File: src/design/pfcu_pkg.sv
// Package with the frame layout constants, status codes and result type of the pose frame checker.
package pfcu_pkg;

  localparam int unsigned FRAME_LEN = 24;
  localparam int unsigned POS_W = 5;
  localparam int unsigned SUM_W = 12;
  localparam int unsigned POSE_N = 7;
  localparam int unsigned STAT_N = 2;

  localparam logic [POS_W-1:0] POS_IDLE = POS_W'(FRAME_LEN);
  localparam logic [POS_W-1:0] POS_LAST = POS_W'(FRAME_LEN - 1);
  localparam logic [POS_W-1:0] POS_HDR_END = 5'd3;
  localparam logic [POS_W-1:0] POS_POSE_END = 5'd17;
  localparam logic [POS_W-1:0] POS_STAT_END = 5'd19;
  localparam logic [POS_W-1:0] POS_CKS_HI = 5'd20;
  localparam logic [POS_W-1:0] POS_TRL_START = 5'd22;
  localparam logic [POS_W-1:0] POS_POSE_BASE = 5'd5;

  localparam logic [7:0] MARK_55 = 8'h55;
  localparam logic [7:0] MARK_AA = 8'hAA;
  localparam logic [7:0] MARK_BB = 8'hBB;

  localparam logic [1:0] STATUS_GOOD = 2'd0;
  localparam logic [1:0] STATUS_MARKER = 2'd1;
  localparam logic [1:0] STATUS_CHECKSUM = 2'd2;

  typedef logic signed [15:0] pose_word_t;

  typedef struct packed {
    logic [1:0] frame_status;
    pose_word_t slam_x;
    pose_word_t slam_y;
    pose_word_t slam_z;
    pose_word_t slam_yaw;
    pose_word_t chassis_x;
    pose_word_t chassis_y;
    pose_word_t chassis_yaw;
    logic [7:0] slam_state_byte;
    logic [7:0] chassis_state_byte;
  } pfcu_result_t;

  function automatic logic [7:0] expected_marker(input logic [POS_W-1:0] pos);
    logic [7:0] m;
    m = MARK_BB;
    if (pos == 5'd0 || pos == 5'd1 || pos == POS_TRL_START) begin
      m = MARK_55;
    end else if (pos == 5'd2 || pos == POS_HDR_END) begin
      m = MARK_AA;
    end
    return m;
  endfunction

endpackage

File: src/design/pfcu_byte_if.sv
// Interface for the received byte channel.
interface pfcu_byte_if;
  logic       valid;
  logic       ready;
  logic [7:0] rx_byte;
  logic       frame_start;

  modport source (output valid, output rx_byte, output frame_start, input ready);
  modport sink (input valid, input rx_byte, input frame_start, output ready);
endinterface

File: src/design/pfcu_result_if.sv
// Interface for the frame result channel.
interface pfcu_result_if;
  import pfcu_pkg::*;
  logic       valid;
  logic       ready;
  logic [1:0] frame_status;
  pose_word_t slam_x;
  pose_word_t slam_y;
  pose_word_t slam_z;
  pose_word_t slam_yaw;
  pose_word_t chassis_x;
  pose_word_t chassis_y;
  pose_word_t chassis_yaw;
  logic [7:0] slam_state_byte;
  logic [7:0] chassis_state_byte;

  modport source (output valid, output frame_status, output slam_x, output slam_y,
                  output slam_z, output slam_yaw, output chassis_x, output chassis_y,
                  output chassis_yaw, output slam_state_byte, output chassis_state_byte,
                  input ready);
  modport sink (input valid, input frame_status, input slam_x, input slam_y,
                input slam_z, input slam_yaw, input chassis_x, input chassis_y,
                input chassis_yaw, input slam_state_byte, input chassis_state_byte,
                output ready);
endinterface

File: src/design/pfcu_frame_parser.sv
// Per-byte frame parser: position tracking, marker and checksum checks, field capture.
module pfcu_frame_parser (
  input  logic                  clk_i,
  input  logic                  rst_ni,
  input  logic                  accept_i,
  input  logic [7:0]            rx_byte_i,
  input  logic                  frame_start_i,
  output logic                  res_valid_o,
  output pfcu_pkg::pfcu_result_t res_o
);
  import pfcu_pkg::*;

  logic [POS_W-1:0] pos_q, pos_d, pos_eff;
  logic [SUM_W-1:0] sum_q, sum_d, sum_eff;
  logic             mbad_q, mbad_d, mbad_eff;
  logic             cbad_q, cbad_d, cbad_eff;
  logic [7:0]       hold_q, hold_d;
  pose_word_t       pose_stage_q [POSE_N];
  logic [7:0]       stat_stage_q [STAT_N];
  pose_word_t       good_pose_q [POSE_N];
  pose_word_t       good_pose_d [POSE_N];
  logic [7:0]       good_stat_q [STAT_N];
  logic [7:0]       good_stat_d [STAT_N];
  logic             active, is_marker, is_data, is_pose, is_last;
  logic [POS_W-1:0] pose_off;
  logic [2:0]       pose_idx;
  logic [15:0]      rx_sum;
  logic [1:0]       status;

  assign pos_eff  = frame_start_i ? '0 : pos_q;
  assign sum_eff  = frame_start_i ? '0 : sum_q;
  assign mbad_eff = frame_start_i ? 1'b0 : mbad_q;
  assign cbad_eff = frame_start_i ? 1'b0 : cbad_q;

  assign active    = accept_i && (pos_eff != POS_IDLE);
  assign is_marker = (pos_eff <= POS_HDR_END) || (pos_eff >= POS_TRL_START);
  assign is_data   = !is_marker && (pos_eff <= POS_STAT_END);
  assign is_pose   = is_data && (pos_eff <= POS_POSE_END);
  assign is_last   = pos_eff == POS_LAST;
  assign pose_off  = pos_eff - POS_POSE_BASE;
  assign pose_idx  = pose_off[3:1];
  assign rx_sum    = {hold_q, rx_byte_i};

  always_comb begin
    pos_d  = pos_q;
    sum_d  = sum_q;
    mbad_d = mbad_q;
    cbad_d = cbad_q;
    hold_d = hold_q;
    if (accept_i) begin
      pos_d  = pos_eff;
      sum_d  = sum_eff;
      mbad_d = mbad_eff;
      cbad_d = cbad_eff;
    end
    if (active) begin
      pos_d = pos_eff + 5'd1;
      if (is_marker) begin
        if (rx_byte_i != expected_marker(pos_eff)) begin
          mbad_d = 1'b1;
        end
      end else if (is_data) begin
        sum_d = sum_eff + {{(SUM_W-8){1'b0}}, rx_byte_i};
        if (is_pose && !pos_eff[0]) begin
          hold_d = rx_byte_i;
        end
      end else if (pos_eff == POS_CKS_HI) begin
        hold_d = rx_byte_i;
      end else if (rx_sum != {{(16-SUM_W){1'b0}}, sum_eff}) begin
        cbad_d = 1'b1;
      end
    end
  end

  always_comb begin
    priority if (mbad_d) begin
      status = STATUS_MARKER;
    end else if (cbad_d) begin
      status = STATUS_CHECKSUM;
    end else begin
      status = STATUS_GOOD;
    end
  end

  always_comb begin
    for (int i = 0; i < POSE_N; i++) begin
      good_pose_d[i] = good_pose_q[i];
    end
    for (int i = 0; i < STAT_N; i++) begin
      good_stat_d[i] = good_stat_q[i];
    end
    if (active && is_last && status == STATUS_GOOD) begin
      for (int i = 0; i < POSE_N; i++) begin
        good_pose_d[i] = pose_stage_q[i];
      end
      for (int i = 0; i < STAT_N; i++) begin
        good_stat_d[i] = stat_stage_q[i];
      end
    end
  end

  always_ff @(posedge clk_i or negedge rst_ni) begin
    if (!rst_ni) begin
      pos_q  <= POS_IDLE;
      sum_q  <= '0;
      mbad_q <= 1'b0;
      cbad_q <= 1'b0;
      hold_q <= '0;
      for (int i = 0; i < POSE_N; i++) begin
        good_pose_q[i] <= '0;
      end
      for (int i = 0; i < STAT_N; i++) begin
        good_stat_q[i] <= '0;
      end
    end else begin
      pos_q  <= pos_d;
      sum_q  <= sum_d;
      mbad_q <= mbad_d;
      cbad_q <= cbad_d;
      hold_q <= hold_d;
      good_pose_q <= good_pose_d;
      good_stat_q <= good_stat_d;
    end
  end

  always_ff @(posedge clk_i) begin
    if (active && is_pose && pos_eff[0]) begin
      pose_stage_q[pose_idx] <= {hold_q, rx_byte_i};
    end
    if (active && is_data && !is_pose) begin
      stat_stage_q[pos_eff[0]] <= rx_byte_i;
    end
  end

  assign res_valid_o = active && is_last;

  always_comb begin
    res_o.frame_status       = status;
    res_o.slam_x             = good_pose_d[0];
    res_o.slam_y             = good_pose_d[1];
    res_o.slam_z             = good_pose_d[2];
    res_o.slam_yaw           = good_pose_d[3];
    res_o.chassis_x          = good_pose_d[4];
    res_o.chassis_y          = good_pose_d[5];
    res_o.chassis_yaw        = good_pose_d[6];
    res_o.slam_state_byte    = good_stat_d[0];
    res_o.chassis_state_byte = good_stat_d[1];
  end

endmodule

File: src/design/pfcu_out_stage.sv
// Result register with a skid entry so a stalled receiver does not block the byte input until both entries are full.
module pfcu_out_stage (
  input  logic                   clk_i,
  input  logic                   rst_ni,
  input  logic                   push_i,
  input  pfcu_pkg::pfcu_result_t push_data_i,
  output logic                   push_ready_o,
  output logic                   out_valid_o,
  input  logic                   out_ready_i,
  output pfcu_pkg::pfcu_result_t out_data_o
);
  import pfcu_pkg::*;

  logic         main_valid_q, main_valid_d;
  logic         skid_valid_q, skid_valid_d;
  pfcu_result_t main_q, main_d;
  pfcu_result_t skid_q, skid_d;
  logic         pop;

  assign pop = main_valid_q && out_ready_i;

  always_comb begin
    main_valid_d = main_valid_q;
    skid_valid_d = skid_valid_q;
    main_d       = main_q;
    skid_d       = skid_q;
    if (pop) begin
      if (skid_valid_q) begin
        main_d       = skid_q;
        skid_valid_d = 1'b0;
      end else begin
        main_valid_d = push_i;
        main_d       = push_data_i;
      end
    end else if (push_i) begin
      if (main_valid_q) begin
        skid_valid_d = 1'b1;
        skid_d       = push_data_i;
      end else begin
        main_valid_d = 1'b1;
        main_d       = push_data_i;
      end
    end
  end

  always_ff @(posedge clk_i or negedge rst_ni) begin
    if (!rst_ni) begin
      main_valid_q <= 1'b0;
      skid_valid_q <= 1'b0;
    end else begin
      main_valid_q <= main_valid_d;
      skid_valid_q <= skid_valid_d;
    end
  end

  always_ff @(posedge clk_i) begin
    main_q <= main_d;
    skid_q <= skid_d;
  end

  assign push_ready_o = !skid_valid_q;
  assign out_valid_o  = main_valid_q;
  assign out_data_o   = main_q;

endmodule

File: src/design/pose_frame_checker_unpacker_unit.sv
// Top level of the pose frame checker and unpacker.
//
// The in_i channel carries one received byte per request, with frame_start marking
// byte 0 of a frame. Bytes seen while no frame is open are dropped without a result.
// A frame is 24 bytes: header 55 55 AA AA, seven big-endian pose words, two status
// bytes, a 16-bit sum of bytes 4 to 19 and the trailer 55 BB.
// After byte 23 the out_o channel presents one request with frame_status (good,
// marker error or checksum error, marker error winning) and the last good pose and
// status bytes, which are replaced only by a good frame.
// Throughput is one byte per cycle while in_i.ready is high. After byte 23 is accepted the
// result is registered in the result register, or in the skid entry while that register is held.
// When the receiver stalls, one further result is held in a skid entry; only with
// both entries full does in_i.ready drop.
// Reset puts the parser in the idle state waiting for a frame start, clears the held
// pose and status values to zero and empties the result register.
module pose_frame_checker_unpacker_unit (
  input  logic  clk_i,
  input  logic  rst_ni,
  pfcu_byte_if.sink     in_i,
  pfcu_result_if.source out_o
);
  import pfcu_pkg::*;

  logic         accept;
  logic         res_valid;
  pfcu_result_t res;
  pfcu_result_t out_data;

  assign accept = in_i.valid && in_i.ready;

  pfcu_frame_parser u_parser (
    .clk_i         (clk_i),
    .rst_ni        (rst_ni),
    .accept_i      (accept),
    .rx_byte_i     (in_i.rx_byte),
    .frame_start_i (in_i.frame_start),
    .res_valid_o   (res_valid),
    .res_o         (res)
  );

  pfcu_out_stage u_out (
    .clk_i        (clk_i),
    .rst_ni       (rst_ni),
    .push_i       (res_valid),
    .push_data_i  (res),
    .push_ready_o (in_i.ready),
    .out_valid_o  (out_o.valid),
    .out_ready_i  (out_o.ready),
    .out_data_o   (out_data)
  );

  assign out_o.frame_status       = out_data.frame_status;
  assign out_o.slam_x             = out_data.slam_x;
  assign out_o.slam_y             = out_data.slam_y;
  assign out_o.slam_z             = out_data.slam_z;
  assign out_o.slam_yaw           = out_data.slam_yaw;
  assign out_o.chassis_x          = out_data.chassis_x;
  assign out_o.chassis_y          = out_data.chassis_y;
  assign out_o.chassis_yaw        = out_data.chassis_yaw;
  assign out_o.slam_state_byte    = out_data.slam_state_byte;
  assign out_o.chassis_state_byte = out_data.chassis_state_byte;

endmodule

File: src/flat_wrapper.sv
// flat-port wrapper written by rule: the top's interface ports become plain ports
module pose_frame_checker_unpacker_unit_flat import pfcu_pkg::*;
  (clk_i, rst_ni, in_i_valid, in_i_rx_byte, in_i_frame_start, in_i_ready, out_o_valid, out_o_frame_status, out_o_slam_x, out_o_slam_y, out_o_slam_z, out_o_slam_yaw, out_o_chassis_x, out_o_chassis_y, out_o_chassis_yaw, out_o_slam_state_byte, out_o_chassis_state_byte, out_o_ready);
  pfcu_byte_if in_i_i ();
  pfcu_result_if out_o_i ();
  input  logic clk_i;
  input  logic rst_ni;
  input wire logic [$bits(in_i_i.valid)-1:0] in_i_valid;
  input wire logic [$bits(in_i_i.rx_byte)-1:0] in_i_rx_byte;
  input wire logic [$bits(in_i_i.frame_start)-1:0] in_i_frame_start;
  output wire logic [$bits(in_i_i.ready)-1:0] in_i_ready;
  output wire logic [$bits(out_o_i.valid)-1:0] out_o_valid;
  output wire logic [$bits(out_o_i.frame_status)-1:0] out_o_frame_status;
  output wire logic [$bits(out_o_i.slam_x)-1:0] out_o_slam_x;
  output wire logic [$bits(out_o_i.slam_y)-1:0] out_o_slam_y;
  output wire logic [$bits(out_o_i.slam_z)-1:0] out_o_slam_z;
  output wire logic [$bits(out_o_i.slam_yaw)-1:0] out_o_slam_yaw;
  output wire logic [$bits(out_o_i.chassis_x)-1:0] out_o_chassis_x;
  output wire logic [$bits(out_o_i.chassis_y)-1:0] out_o_chassis_y;
  output wire logic [$bits(out_o_i.chassis_yaw)-1:0] out_o_chassis_yaw;
  output wire logic [$bits(out_o_i.slam_state_byte)-1:0] out_o_slam_state_byte;
  output wire logic [$bits(out_o_i.chassis_state_byte)-1:0] out_o_chassis_state_byte;
  input wire logic [$bits(out_o_i.ready)-1:0] out_o_ready;
  assign in_i_i.valid = in_i_valid;
  assign in_i_i.rx_byte = in_i_rx_byte;
  assign in_i_i.frame_start = in_i_frame_start;
  assign in_i_ready = in_i_i.ready;
  assign out_o_valid = out_o_i.valid;
  assign out_o_frame_status = out_o_i.frame_status;
  assign out_o_slam_x = out_o_i.slam_x;
  assign out_o_slam_y = out_o_i.slam_y;
  assign out_o_slam_z = out_o_i.slam_z;
  assign out_o_slam_yaw = out_o_i.slam_yaw;
  assign out_o_chassis_x = out_o_i.chassis_x;
  assign out_o_chassis_y = out_o_i.chassis_y;
  assign out_o_chassis_yaw = out_o_i.chassis_yaw;
  assign out_o_slam_state_byte = out_o_i.slam_state_byte;
  assign out_o_chassis_state_byte = out_o_i.chassis_state_byte;
  assign out_o_i.ready = out_o_ready;
  pose_frame_checker_unpacker_unit u_core (.clk_i(clk_i), .rst_ni(rst_ni), .in_i(in_i_i), .out_o(out_o_i));
endmodule
File: config.mk
export PLATFORM = sky130hd
export DESIGN_NAME = pose_frame_checker_unpacker_unit_flat
export DESIGN_NICKNAME = d
export VERILOG_FILES = /design/src/design/pfcu_pkg.sv /design/src/design/pfcu_byte_if.sv /design/src/design/pfcu_result_if.sv /design/src/design/pfcu_frame_parser.sv /design/src/design/pfcu_out_stage.sv /design/src/design/pose_frame_checker_unpacker_unit.sv /design/src/flat_wrapper.sv
export SDC_FILE = /design/constraint.sdc
export NUM_CORES = 1
export LEC_CHECK = 0
export ABC_AREA = 1
export BUFFER_PORTS_ARGS = -buffer_cell sky130_fd_sc_hd__buf_2
export CORE_MARGIN = 5
export CORE_UTILIZATION = 48
export DETAILED_ROUTE_END_ITERATION = 6
export GPL_TIMING_DRIVEN = 0
export HOLD_SLACK_MARGIN = 0.1
export PLACE_DENSITY = 0.66
export SLEW_MARGIN = 20
export SYNTH_ARGS = -nofsm -noshare
export SYNTH_HDL_FRONTEND = slang
export SYNTH_HIERARCHICAL = 1
export SYNTH_SLANG_ARGS = --single-unit
export TNS_END_PERCENT = 100
File: constraint.sdc
create_clock -name clk_i -period 16.28 [get_ports clk_i]
set_clock_uncertainty 0.2 [all_clocks]
set_input_delay 4.884 -clock clk_i [delete_from_list [all_inputs] [get_ports clk_i]]
set_output_delay 4.884 -clock clk_i [all_outputs]
set_load 0.03 [all_outputs]
==> metrics.txt, run 1 <==
First DRT Iteration DRCs=1097; Placer Congestion=0.872; final-report setup violation count=0; Final ANT Viol Nets=0; global-route wire length before repair=76200 um; DIE WIDTH=221 um; layout cells sized above 1=0.178; setup TNS=0 ps; Sw Share=0.192; Worst-Skew Late Latency=590 ps; relative slew slack=0.403; Sw Pwr=0.550 mW; Synthesis Warnings=6; CTS max path bufs=3; Crit. End Element=flop; n_diodes=0; number of synthesized register bits=545; worst setup path category=in2reg; Max Clock Freq=134 MHz; clock network power share=0.472; Flop pwr share=0.514; synth top area cells=edfxtp_1, dfrtp_1, nand2_1; Placed Instances=2486; PD cells=114 nW/um2; Detail Placement HPWL=31200 um; postcts setup bufs=0; Worst path slowest cell=clkbuf_1; Yosys top cell area share=0.546; Critical Path AT=7700 ps; area of the multi-input gates=4830 um2; Synth cell types=38; buffers plus inverters on the worst setup path=5; Mean Syn Cell Area=12.3 um2; most frequent cell after synthesis=nand2_1; CTS buffer count=53; Post-Syn Area=21300 um2; Nets=1971; FF-to-FF Start=u_core/u_out/skid_valid_q$_DFFE_PN0P_; most common library cells after synthesis=nand2_1, edfxtp_1, nand4_1; CTS tree=done; Total GRT Usage=0.200; Most Frequent Cell on Critical Path=nand2_1; crit path launch type=input port; ys async rst share=0.288; Finished Layout Cells=2586; clock sink count=545; Area growth syn-to-layout=17.7%; Hold Slack=300 ps; max cap viols=0; Post-CTS Hold Buffers=0; crit-path max cell delay=670 ps; H-tree depth=2; Tot Pwr=2.87 mW; outcome=completed; reg2reg setup slack=12090 ps; critical path fanouts, max=10; unrepaired setup endpoints after global routing=no; Final min period=7450 ps; largest net degree at the start of global routing=100; Peak VDD IR=0.0781 mV; Port Buf Inserts=142; I/O Pins=145; vias in the first global route=13.7k; vias=13.9k; Residual DRC=0; leading area contributor after synthesis=edfxtp_1; worst path cell trace=buf_2 -> nand2_1 -> inv_1 -> clkbuf_1 -> nand2_1 -> nand2_1 -> clkbuf_1 -> clkbuf_1 -> nand4_1 -> nand2_1 -> nand2_1 -> nand2_1; # rows=77; fin util=0.569; number of synthesized flops with an enable pin=388; Vias/cell=5.38; placed cell areas=23100 um2; combinational share of power=0.014; per-cell routed wire length=18.8 um; design area=25100 um2; Initial Util=0.483; CP required=16520 ps; initial antenna violation count=1; grt ovf=0; period utilization=0.458; Final Max Slew Viols=0; CP top delay family=buffers and inverters; Synth Instances=1739; min-delay src=u_core/u_parser/good_pose_q[100]$_DFF_PN0_; Hold WC Path Type=reg2reg; final wirelength=48600 um; sequential-to-total area share from yosys stat=0.731; actual slew at the worst max-slew pin=894 ps; Layout fillers=3646; Initial DRT Pass Iterations=5; final hold violation count=0; Worst setup startpoint=in_i_valid; Die Y=221 um; clock-pin slew on the worst setup and hold paths=60 ps; total leakage power=10.0 nW; root buffer cell=clkbuf_16; Worst Slack Setup Final=8830 ps; die area=48700 um2; Placement Setup Slack=8270 ps; post-CTS resize count=0; Main synth FF type=edfxtp_1; cell internal pwr=2.32 mW; CORE AREA=44100 um2; Syn Nets=1761; register area=15600 um2
==> tightest hold or removal path, cell delays in order (launching register included) <==
cell and delay (ps):
dfrtp_1 320, nand2_1 50, nand2_1 90
==> worst paths after layout <==
path / to / cells after the start
worst min-delay path: u_core/u_parser/good_pose_q[100]$_DFF_PN0_ / 2
max in group asynchronous: u_core/u_parser/pos_q[4]$_DFFE_PN1P_ / 3
worst min register to register: u_core/u_parser/good_pose_q[100]$_DFF_PN0_ / 2
min in group asynchronous: u_core/u_parser/good_stat_q[11]$_DFF_PN0_ / 2
worst max register to register: u_core/u_out/out_data_o[30]$_DFFE_PP_ / 14
worst max-delay path: u_core/u_out/out_data_o[30]$_DFFE_PP_ / 12
==> cell type report <==
class | instances | share of cell area
clock buffers | 72 | 0.0610
inverters | 56 | 0.00848
flip-flops and latches | 545 | 0.621
plain buffers | 123 | 0.0298
well taps | 592 | 0.0295
repair buffers | 155 | 0.0405
multi-input cells | 1015 | 0.192
clock inverters | 28 | 0.0173
==> cells by family (layout without fill, tap and decap cells) <==
logic type,Yosys count,after routing,share of synthesized area
flops,545,545,0.731
simple gates,942,942,0.201
compound gates,60,60,0.0160
buf+inv,179,434,0.0451
fa+ha+maj,9,9,0.00563
xor+xnor,4,4,0.00164
==> power by group through the flow <==
stage / logic, mW / registers [mW] / clock network, mW
floorplan: 0.0172 / 1.50 / 0
global placement: 0.0380 / 1.50 / 0
global route: 0.0458 / 1.47 / 1.44
CTS: 0.0414 / 1.47 / 1.38
detailed placement: 0.0412 / 1.50 / 0
finish: 0.0411 / 1.47 / 1.35
==> state kept, by name, summed over array words and instances (netlist names), 5 cells and up <==
| name | count |
|---|---|
| u_core/u_parser/pose_stage_q | 112 |
| u_core/u_parser/pos_q | 5 |
| u_core/u_parser/hold_q | 8 |
| u_core/u_parser/good_stat_q | 16 |
| u_core/u_out/skid_q | 130 |
| u_core/u_parser/sum_q | 12 |
| u_core/u_parser/good_pose_q | 112 |
| u_core/u_parser/stat_stage_q | 16 |
| u_core/u_out/out_data_o | 130 |
==> cell usage in the layout, fill, tap and decap left out, drive strengths merged, types with 5 or more instances in the layout <==
cell type,n
edfxtp,388
nor3,5
nor2,50
inv,57
o21ai,31
nand4,260
a21oi,15
ha,8
buf,246
clkbuf,104
nand2,597
dfrtp,155
bufinv,11
clkinv,12
nand3,29
==> per-layer routing <==
metal  GRT usage  vias up  share of wire
met3      0.0328       83          0.068
met5           0        -              0
met2       0.325      469           0.48
li1            -     6588              -
met1       0.281     6781           0.43
met4      0.0618        0          0.028
(Power assumes the default switching activity.)
==> inputs of run 2 (changes only) <==
--- a/config.mk
+++ b/config.mk
@@ -5,14 +5,14 @@
 export SDC_FILE = /design/constraint.sdc
 export NUM_CORES = 1
 export LEC_CHECK = 0
-export ABC_AREA = 1
+export ABC_AREA = 0
 export BUFFER_PORTS_ARGS = -buffer_cell sky130_fd_sc_hd__buf_2
 export CORE_MARGIN = 5
 export CORE_UTILIZATION = 48
 export DETAILED_ROUTE_END_ITERATION = 6
 export GPL_TIMING_DRIVEN = 0
 export HOLD_SLACK_MARGIN = 0.1
-export PLACE_DENSITY = 0.66
+export PLACE_DENSITY = 0.68
 export SLEW_MARGIN = 20
 export SYNTH_ARGS = -nofsm -noshare
 export SYNTH_HDL_FRONTEND = slang
==> constraint.sdc (replaced) <==
create_clock -name clk_i -period 6.6 [get_ports clk_i]
set_clock_uncertainty 0.2 [all_clocks]
set_input_delay 1.98 -clock clk_i [delete_from_list [all_inputs] [get_ports clk_i]]
set_output_delay 1.98 -clock clk_i [all_outputs]
set_load 0.03 [all_outputs]
==> run 2 against run 1 <==
Net effect:
- first-iteration DRC count down 36%
- synthesized cell count shrank 40%
- critical path depth increased by 1
- critical path type unchanged
==> metrics.txt, run 2 <==
Mean Syn Cell Area=20.1 um2 (+64%); Placer Congestion=0.852 (-2.3%); crit-path max cell delay=500 ps (-170 ps); die area=47800 um2 (-2.0%); per-cell routed wire length=21.8 um (+16%); synth top area cells=edfxtp_1, dfrtp_1, mux2_4; Initial Util=0.485 (+0.00131); Worst setup startpoint=in_i_frame_start; I/O Pins=145 (unchanged); Post-CTS Hold Buffers=0 (unchanged); crit path launch type=input port; vias in the first global route=10.1k (-26%); relative slew slack=0.424 (+0.0203); ys async rst share=0.288 (unchanged); postcts setup bufs=0 (unchanged); Worst Slack Setup Final=1180 ps (-7650 ps); Port Buf Inserts=144 (+1.4%); CP required=6710 ps (-9810 ps); Hold WC Path Type=reg2reg; CORE AREA=43100 um2 (-2.4%); clock sink count=545 (unchanged); register area=15600 um2 (unchanged); Residual DRC=0 (unchanged); Total GRT Usage=0.174 (-0.0258); clock-pin slew on the worst setup and hold paths=60 ps (about the same); CTS buffer count=53 (unchanged); Detail Placement HPWL=25000 um (-20%); most frequent cell after synthesis=edfxtp_1; Main synth FF type=edfxtp_1; number of synthesized register bits=545 (unchanged); buffers plus inverters on the worst setup path=5 (unchanged); most common library cells after synthesis=edfxtp_1, mux2_4, dfrtp_1; Crit. End Element=flop; Syn Nets=1062 (-40%); final hold violation count=0 (unchanged); min-delay src=u_core/u_parser/pose_stage_q[6][5]$_DFFE_PP_; worst path cell trace=buf_2 -> clkbuf_1 -> buf_1 -> nor2b_1 -> ha_1 -> nor4_1 -> and4_1 -> a32o_2 -> nand4b_1 -> buf_4 -> buf_6 -> mux2_4 -> mux2_2; Yosys top cell area share=0.558 (+0.0118); Worst-Skew Late Latency=580 ps (about the same); PD cells=273 nW/um2 (+140%); R2R cell count=9 (-5); Die Y=219 um (-1.0%); actual slew at the worst max-slew pin=861 ps (-32.7 ps); Worst path slowest cell=buf_1; total leakage power=9.61 nW (-4.1%); largest net degree at the start of global routing=89 (-11%); most common cell after layout, fill and taps aside=edfxtp_1; CTS max path bufs=3 (unchanged); Placement Setup Slack=685 ps (-7580 ps); final wirelength=41100 um (-15%); outcome=completed; Layout fillers=3257 (-11%); number of synthesized flops with an enable pin=388 (unchanged); sequential-to-total area share from yosys stat=0.747 (+0.0158); Nets=1277 (-35%); Final ANT Viol Nets=0 (unchanged); FF-to-FF Start=u_core/u_out/skid_valid_q$_DFFE_PN0P_; Synth Instances=1040 (-40%); Area growth syn-to-layout=16.9%; H-tree depth=2 (unchanged); # rows=76 (-1.3%); Final Max Slew Viols=0 (unchanged); global-route wire length before repair=63100 um (-17%); final-report setup violation count=0 (unchanged); Peak VDD IR=0.202 mV (+160%); post-CTS resize count=0 (unchanged); Vias/cell=5.17 (-4.1%); area of the multi-input gates=4950 um2 (+2.5%); Initial DRT Pass Iterations=5 (unchanged); grt ovf=0 (unchanged); number of cells on the critical path=13 (+1); period utilization=0.822; Post-Syn Area=20900 um2 (-2.1%); Max Clock Freq=184 MHz; Critical Path AT=5540 ps (-2160 ps); root buffer cell=clkbuf_16; Tot Pwr=6.65 mW (+130%); vias=9726 (-30%); fin util=0.566 (-0.00234); DIE WIDTH=219 um (-1.0%); Synth cell types=54 (+42%); Final min period=5420 ps; initial antenna violation count=1 (unchanged); max cap viols=0 (unchanged); Synthesis Warnings=6 (unchanged); most frequent cells in the layout=edfxtp_1, mux2_4, dfrtp_1; critical path fanouts, max=10 (unchanged); layout cells sized above 1=0.418 (+0.240); hold path cells=1 (-1); unrepaired setup endpoints after global routing=no; CP top delay family=buffers and inverters; First DRT Iteration DRCs=704 (-36%); leading area contributor after synthesis=edfxtp_1; CTS tree=done; worst setup path category=in2reg
## run 2: cell count changes after synthesis, moves of 9 or more
cell / previous run / this run
nand2_1: 592 / 13
nand4_1: 260 / 5
mux2_4: 0 / 200
buf_2: 55 / 5
mux2_2: 0 / 46
inv_1: 55 / 12
nor2_1: 49 / 20
clkbuf_1: 32 / 7
mux2_1: 0 / 20
nand3_1: 25 / 13
nor2b_1: 0 / 11
o21ai_0: 28 / 19
## run 2: final timing paths
| kind | to | slack, ps |
|---|---|---|
| max | u_core/u_out/out_data_o[23]$_DFFE_PP_ | 1180 |
| min | u_core/u_parser/good_pose_q[5]$_DFF_PN0_ | 290 |
| max reg2reg | u_core/u_out/skid_q[73]$_DFFE_PP_ | 2790 |
| min reg2reg | u_core/u_parser/good_pose_q[5]$_DFF_PN0_ | 290 |
| max in group asynchronous | u_core/u_parser/good_pose_q[86]$_DFF_PN0_ | 4170 |
| min in group asynchronous | u_core/u_parser/good_stat_q[3]$_DFF_PN0_ | 1140 |
## run 2: layout make-up
type / instances / share of cell area
Antenna cell: 1 / 0.000103
Buffer: 41 / 0.0143
Clock buffer: 77 / 0.0651
Clock inverter: 20 / 0.00621
Inverter: 12 / 0.00185
Multi-Input combinational cell: 442 / 0.203
Sequential cell: 545 / 0.639
Tap cell: 585 / 0.0300
Timing Repair Buffer: 160 / 0.0408
## run 2: where the power goes
group	internal (mW)	leakage [nW]	switching, mW	total, mW
clock	1.72	0.868	1.24	2.95
sequential	3.64	5.24	0	3.64
combinational	0.0101	3.49	0.0510	0.0612
total	5.36	9.61	1.29	6.65
## run 2: per-stage QoR
| step | hold slack (ps) | area [um2] | std cells | setup TNS, ps |
|---|---|---|---|---|
| finish | 294 | 24400 | 1883 | 0 |
| global route | 303 | 24400 | 1882 | 0 |
| CTS | 300 | 24400 | 1882 | 0 |
| detailed placement | 284 | 22700 | 1785 | 0 |
| global placement | 278 | 22300 | 1769 | -91500 |
| floorplan | 261 | 20900 | 1040 | 0 |
## run 2: layer usage
layer / GRT usage / vias to the layer above / routed length [um]
met4: 0.0492 / 2 / 951
met5: 0 / - / 7
li1: - / 4413 / -
met1: 0.252 / 5040 / 18600
met2: 0.277 / 204 / 19700
met3: 0.0296 / 67 / 1830
## run 2: worst reg2reg max path, cell delays in order (launching register included)
cell	delay [ps]
dfrtp_1	390
inv_1	90
and2_1	310
nor2b_1	330
nand4_1	190
nor3_1	610
nand2_1	230
nor2_4	630
buf_12	280
buf_12	230
## run 2: cell families after synthesis
| logic type | after synthesis | synth area share |
|---|---|---|
| flip-flops | 545 | 0.747 |
| multiplexers | 268 | 0.180 |
| AND/OR/NAND/NOR | 95 | 0.0253 |
| AO/OA/AOI/OAI | 59 | 0.0185 |
| buffers and inverters | 53 | 0.0188 |
| XOR/XNOR | 11 | 0.00462 |
| adder cells (fa/ha/maj) | 9 | 0.00575 |
==> inputs of run 3 (changes only) <==
==> constraint.sdc (replaced) <==
create_clock -name clk_i -period 4.9 [get_ports clk_i]
set_clock_uncertainty 0.2 [all_clocks]
set_input_delay 1.47 -clock clk_i [delete_from_list [all_inputs] [get_ports clk_i]]
set_output_delay 1.47 -clock clk_i [all_outputs]
set_load 0.03 [all_outputs]
==> run 3 against run 2 <==
Net effect:
- cell count up 0.27%
- setup slack worse by 950 ps
- total power up 38%
- worst hold slack better by 0.71 ps
- non-clock buffer count up 2
- critical endpoint is now u_core/u_out/out_data_o[25]$_DFFE_PP_
==> metrics.txt, run 3 (synthesis results as in run 2) <==
outcome=completed; unrepaired setup endpoints after global routing=no; worst path cell trace=buf_2 -> clkbuf_1 -> clkbuf_2 -> nor2b_1 -> ha_1 -> nor4_1 -> and4_1 -> a32o_2 -> nand4b_1 -> buf_4 -> buf_6 -> mux2_4 -> mux2_2; cell internal pwr=7.45 mW (+39%); Placed Instances=1787 (+0.11%); Initial Util=0.485 (unchanged); largest net degree at the start of global routing=93 (+4.5%); min-delay src=u_core/u_parser/sum_q[3]$_DFF_PN0_; clock-pin slew on the worst setup and hold paths=60 ps (about the same); buffers plus inverters on the worst setup path=5 (unchanged); Final min period=4670 ps; CP required=5020 ps (-1690 ps); combinational share of power=0.010 (about the same); Port Buf Inserts=144 (unchanged); relative slew slack=0.340 (-0.0837); Critical Path AT=4790 ps (-750 ps); number of cells on the critical path=13 (unchanged); CTS tree=done; final hold violation count=0 (unchanged); Layout fillers=3240 (-0.52%); total leakage power=9.68 nW (+0.79%); Worst path slowest cell=clkbuf_1; final wirelength=41400 um (+0.87%); Worst-Skew Late Latency=580 ps (about the same); hold path cells=2 (+1); Finished Layout Cells=1888 (+0.27%); # rows=76 (unchanged); worst setup path category=in2reg; First DRT Iteration DRCs=705 (+0.14%); postcts setup bufs=0 (unchanged); Area growth syn-to-layout=17.6%; Sw Share=0.190 (-0.00376); crit-path max cell delay=410 ps (-90 ps); DIE WIDTH=219 um (unchanged); CORE AREA=43100 um2 (unchanged); H-tree depth=2 (unchanged); Flop pwr share=0.533 (-0.014); Nets=1280 (+0.23%); Detail Placement HPWL=25300 um (+1.0%); most frequent cells in the layout=edfxtp_1, mux2_4, dfrtp_1; R2R cell count=8 (-1); Worst setup startpoint=in_i_frame_start; max cap viols=0 (unchanged); global-route wire length before repair=62700 um (-0.73%); most common cell after layout, fill and taps aside=edfxtp_1; CP top delay family=buffers and inverters; Vias/cell=5.18 (+0.28%); Peak VDD IR=0.243 mV (+21%); Max Clock Freq=214 MHz; period utilization=0.954; final-report setup violation count=0 (unchanged); grt ovf=0 (unchanged); vias=9779 (+0.54%); FF-to-FF Start=u_core/u_parser/pos_q[1]$_DFFE_PN0P_; Crit. End Element=flop; root buffer cell=clkbuf_16; critical path fanouts, max=10 (unchanged); Residual DRC=0 (unchanged); per-cell routed wire length=21.9 um (+0.60%); Sw Pwr=1.75 mW (+36%); initial antenna violation count=2 (+1); Placement Setup Slack=-470 ps (-1150 ps); clock network power share=0.457 (+0.013); layout cells sized above 1=0.421 (+0.00300); Hold Slack=294 ps (+0.705 ps); Final ANT Viol Nets=0 (unchanged); Worst Slack Setup Final=227 ps (-949 ps); vias in the first global route=10.2k (+0.60%); Placer Congestion=0.814 (-4.5%); Die Y=219 um (unchanged); Hold WC Path Type=reg2reg; I/O Pins=145 (unchanged); CTS buffer count=54 (+1.9%); Final Max Slew Viols=0 (unchanged); PD cells=374 nW/um2 (+37%); fin util=0.570 (+0.00366); actual slew at the worst max-slew pin=986 ps (+125 ps); Total GRT Usage=0.174 (-0.000639); CTS max path bufs=3 (unchanged); crit path launch type=input port; die area=47800 um2 (unchanged); Initial DRT Pass Iterations=5 (unchanged); clock sink count=545 (unchanged)
==> run 3: cell types whose count changed in the layout (fill, tap and decap cells not counted), sizes merged <==
cell and delta:
clkinvlp -1, buf +1, clkbuf +2, inv -3
bufinv +3, clkinv +3
==> run 3: metrics by stage <==
stage / setup TNS (ps) / area (um2) / total power, mW
after floorplan: -2820 / 20900 / 5.01
after global placement: -465110 / 22300 / 5.08
after detailed placement: -74990 / 22700 / 5.09
after CTS: 0 / 24500 / 9.32
after global routing: 0 / 24600 / 9.52
final: 0 / 24600 / 9.20
==> run 3: routing by layer <==
layer,GRT usage,part of all wire
met4,0.0475,0.020
met1,0.248,0.45
met3,0.0285,0.045
met5,0,0.00031
met2,0.280,0.48
==> run 3: worst paths after layout <==
path,to,slack (ps)
setup / recovery,u_core/u_out/out_data_o[25]$_DFFE_PP_,230
hold / removal,u_core/u_parser/sum_q[3]$_DFF_PN0_,290
setup reg to reg,u_core/u_out/skid_q[91]$_DFFE_PP_,1230
hold reg to reg,u_core/u_parser/sum_q[3]$_DFF_PN0_,290
max in group asynchronous,u_core/u_parser/sum_q[3]$_DFF_PN0_,3150
min in group asynchronous,u_core/u_parser/good_stat_q[3]$_DFF_PN0_,570
==> run 3: cell type report <==
| class | instances | area, um2 | area share |
|---|---|---|---|
| flip-flops and latches | 545 | 15600 | 0.635 |
| multi-input cells | 442 | 4970 | 0.202 |
| inverters | 12 | 45.0 | 0.00183 |
| clock inverters | 22 | 211 | 0.00861 |
| repair buffers | 162 | 1030 | 0.0418 |
| well taps | 585 | 732 | 0.0298 |
| plain buffers | 41 | 349 | 0.0142 |
| clock buffers | 78 | 1640 | 0.0668 |
| diodes | 1 | 2.50 | 0.000102 |
==> run 3: what timing repair did <==
| action | CTS | global route |
|---|---|---|
| hold buffers | 0 | 0 |
| setup endpoints to repair | 0 | 120 |
| gates resized for setup | 0 | 1 |
==> run 3: power groups by stage <==
stage	logic (mW)	registers (mW)	clock network (mW)
floorplan	0.0151	5.00	0
global placement	0.0833	5.00	0
detailed placement	0.0912	5.00	0
CTS	0.0914	4.90	4.32
global route	0.0973	4.90	4.52
finish	0.0878	4.90	4.21
==> run 3: worst register-to-register path, stage by stage (launching register included) <==
cell,delay (ps)
dfrtp_1,410
clkbuf_1,450
nand4_1,280
nor3_2,470
nand2_1,180
nor2_4,700
buf_16,250
buf_12,200
buf_12,210
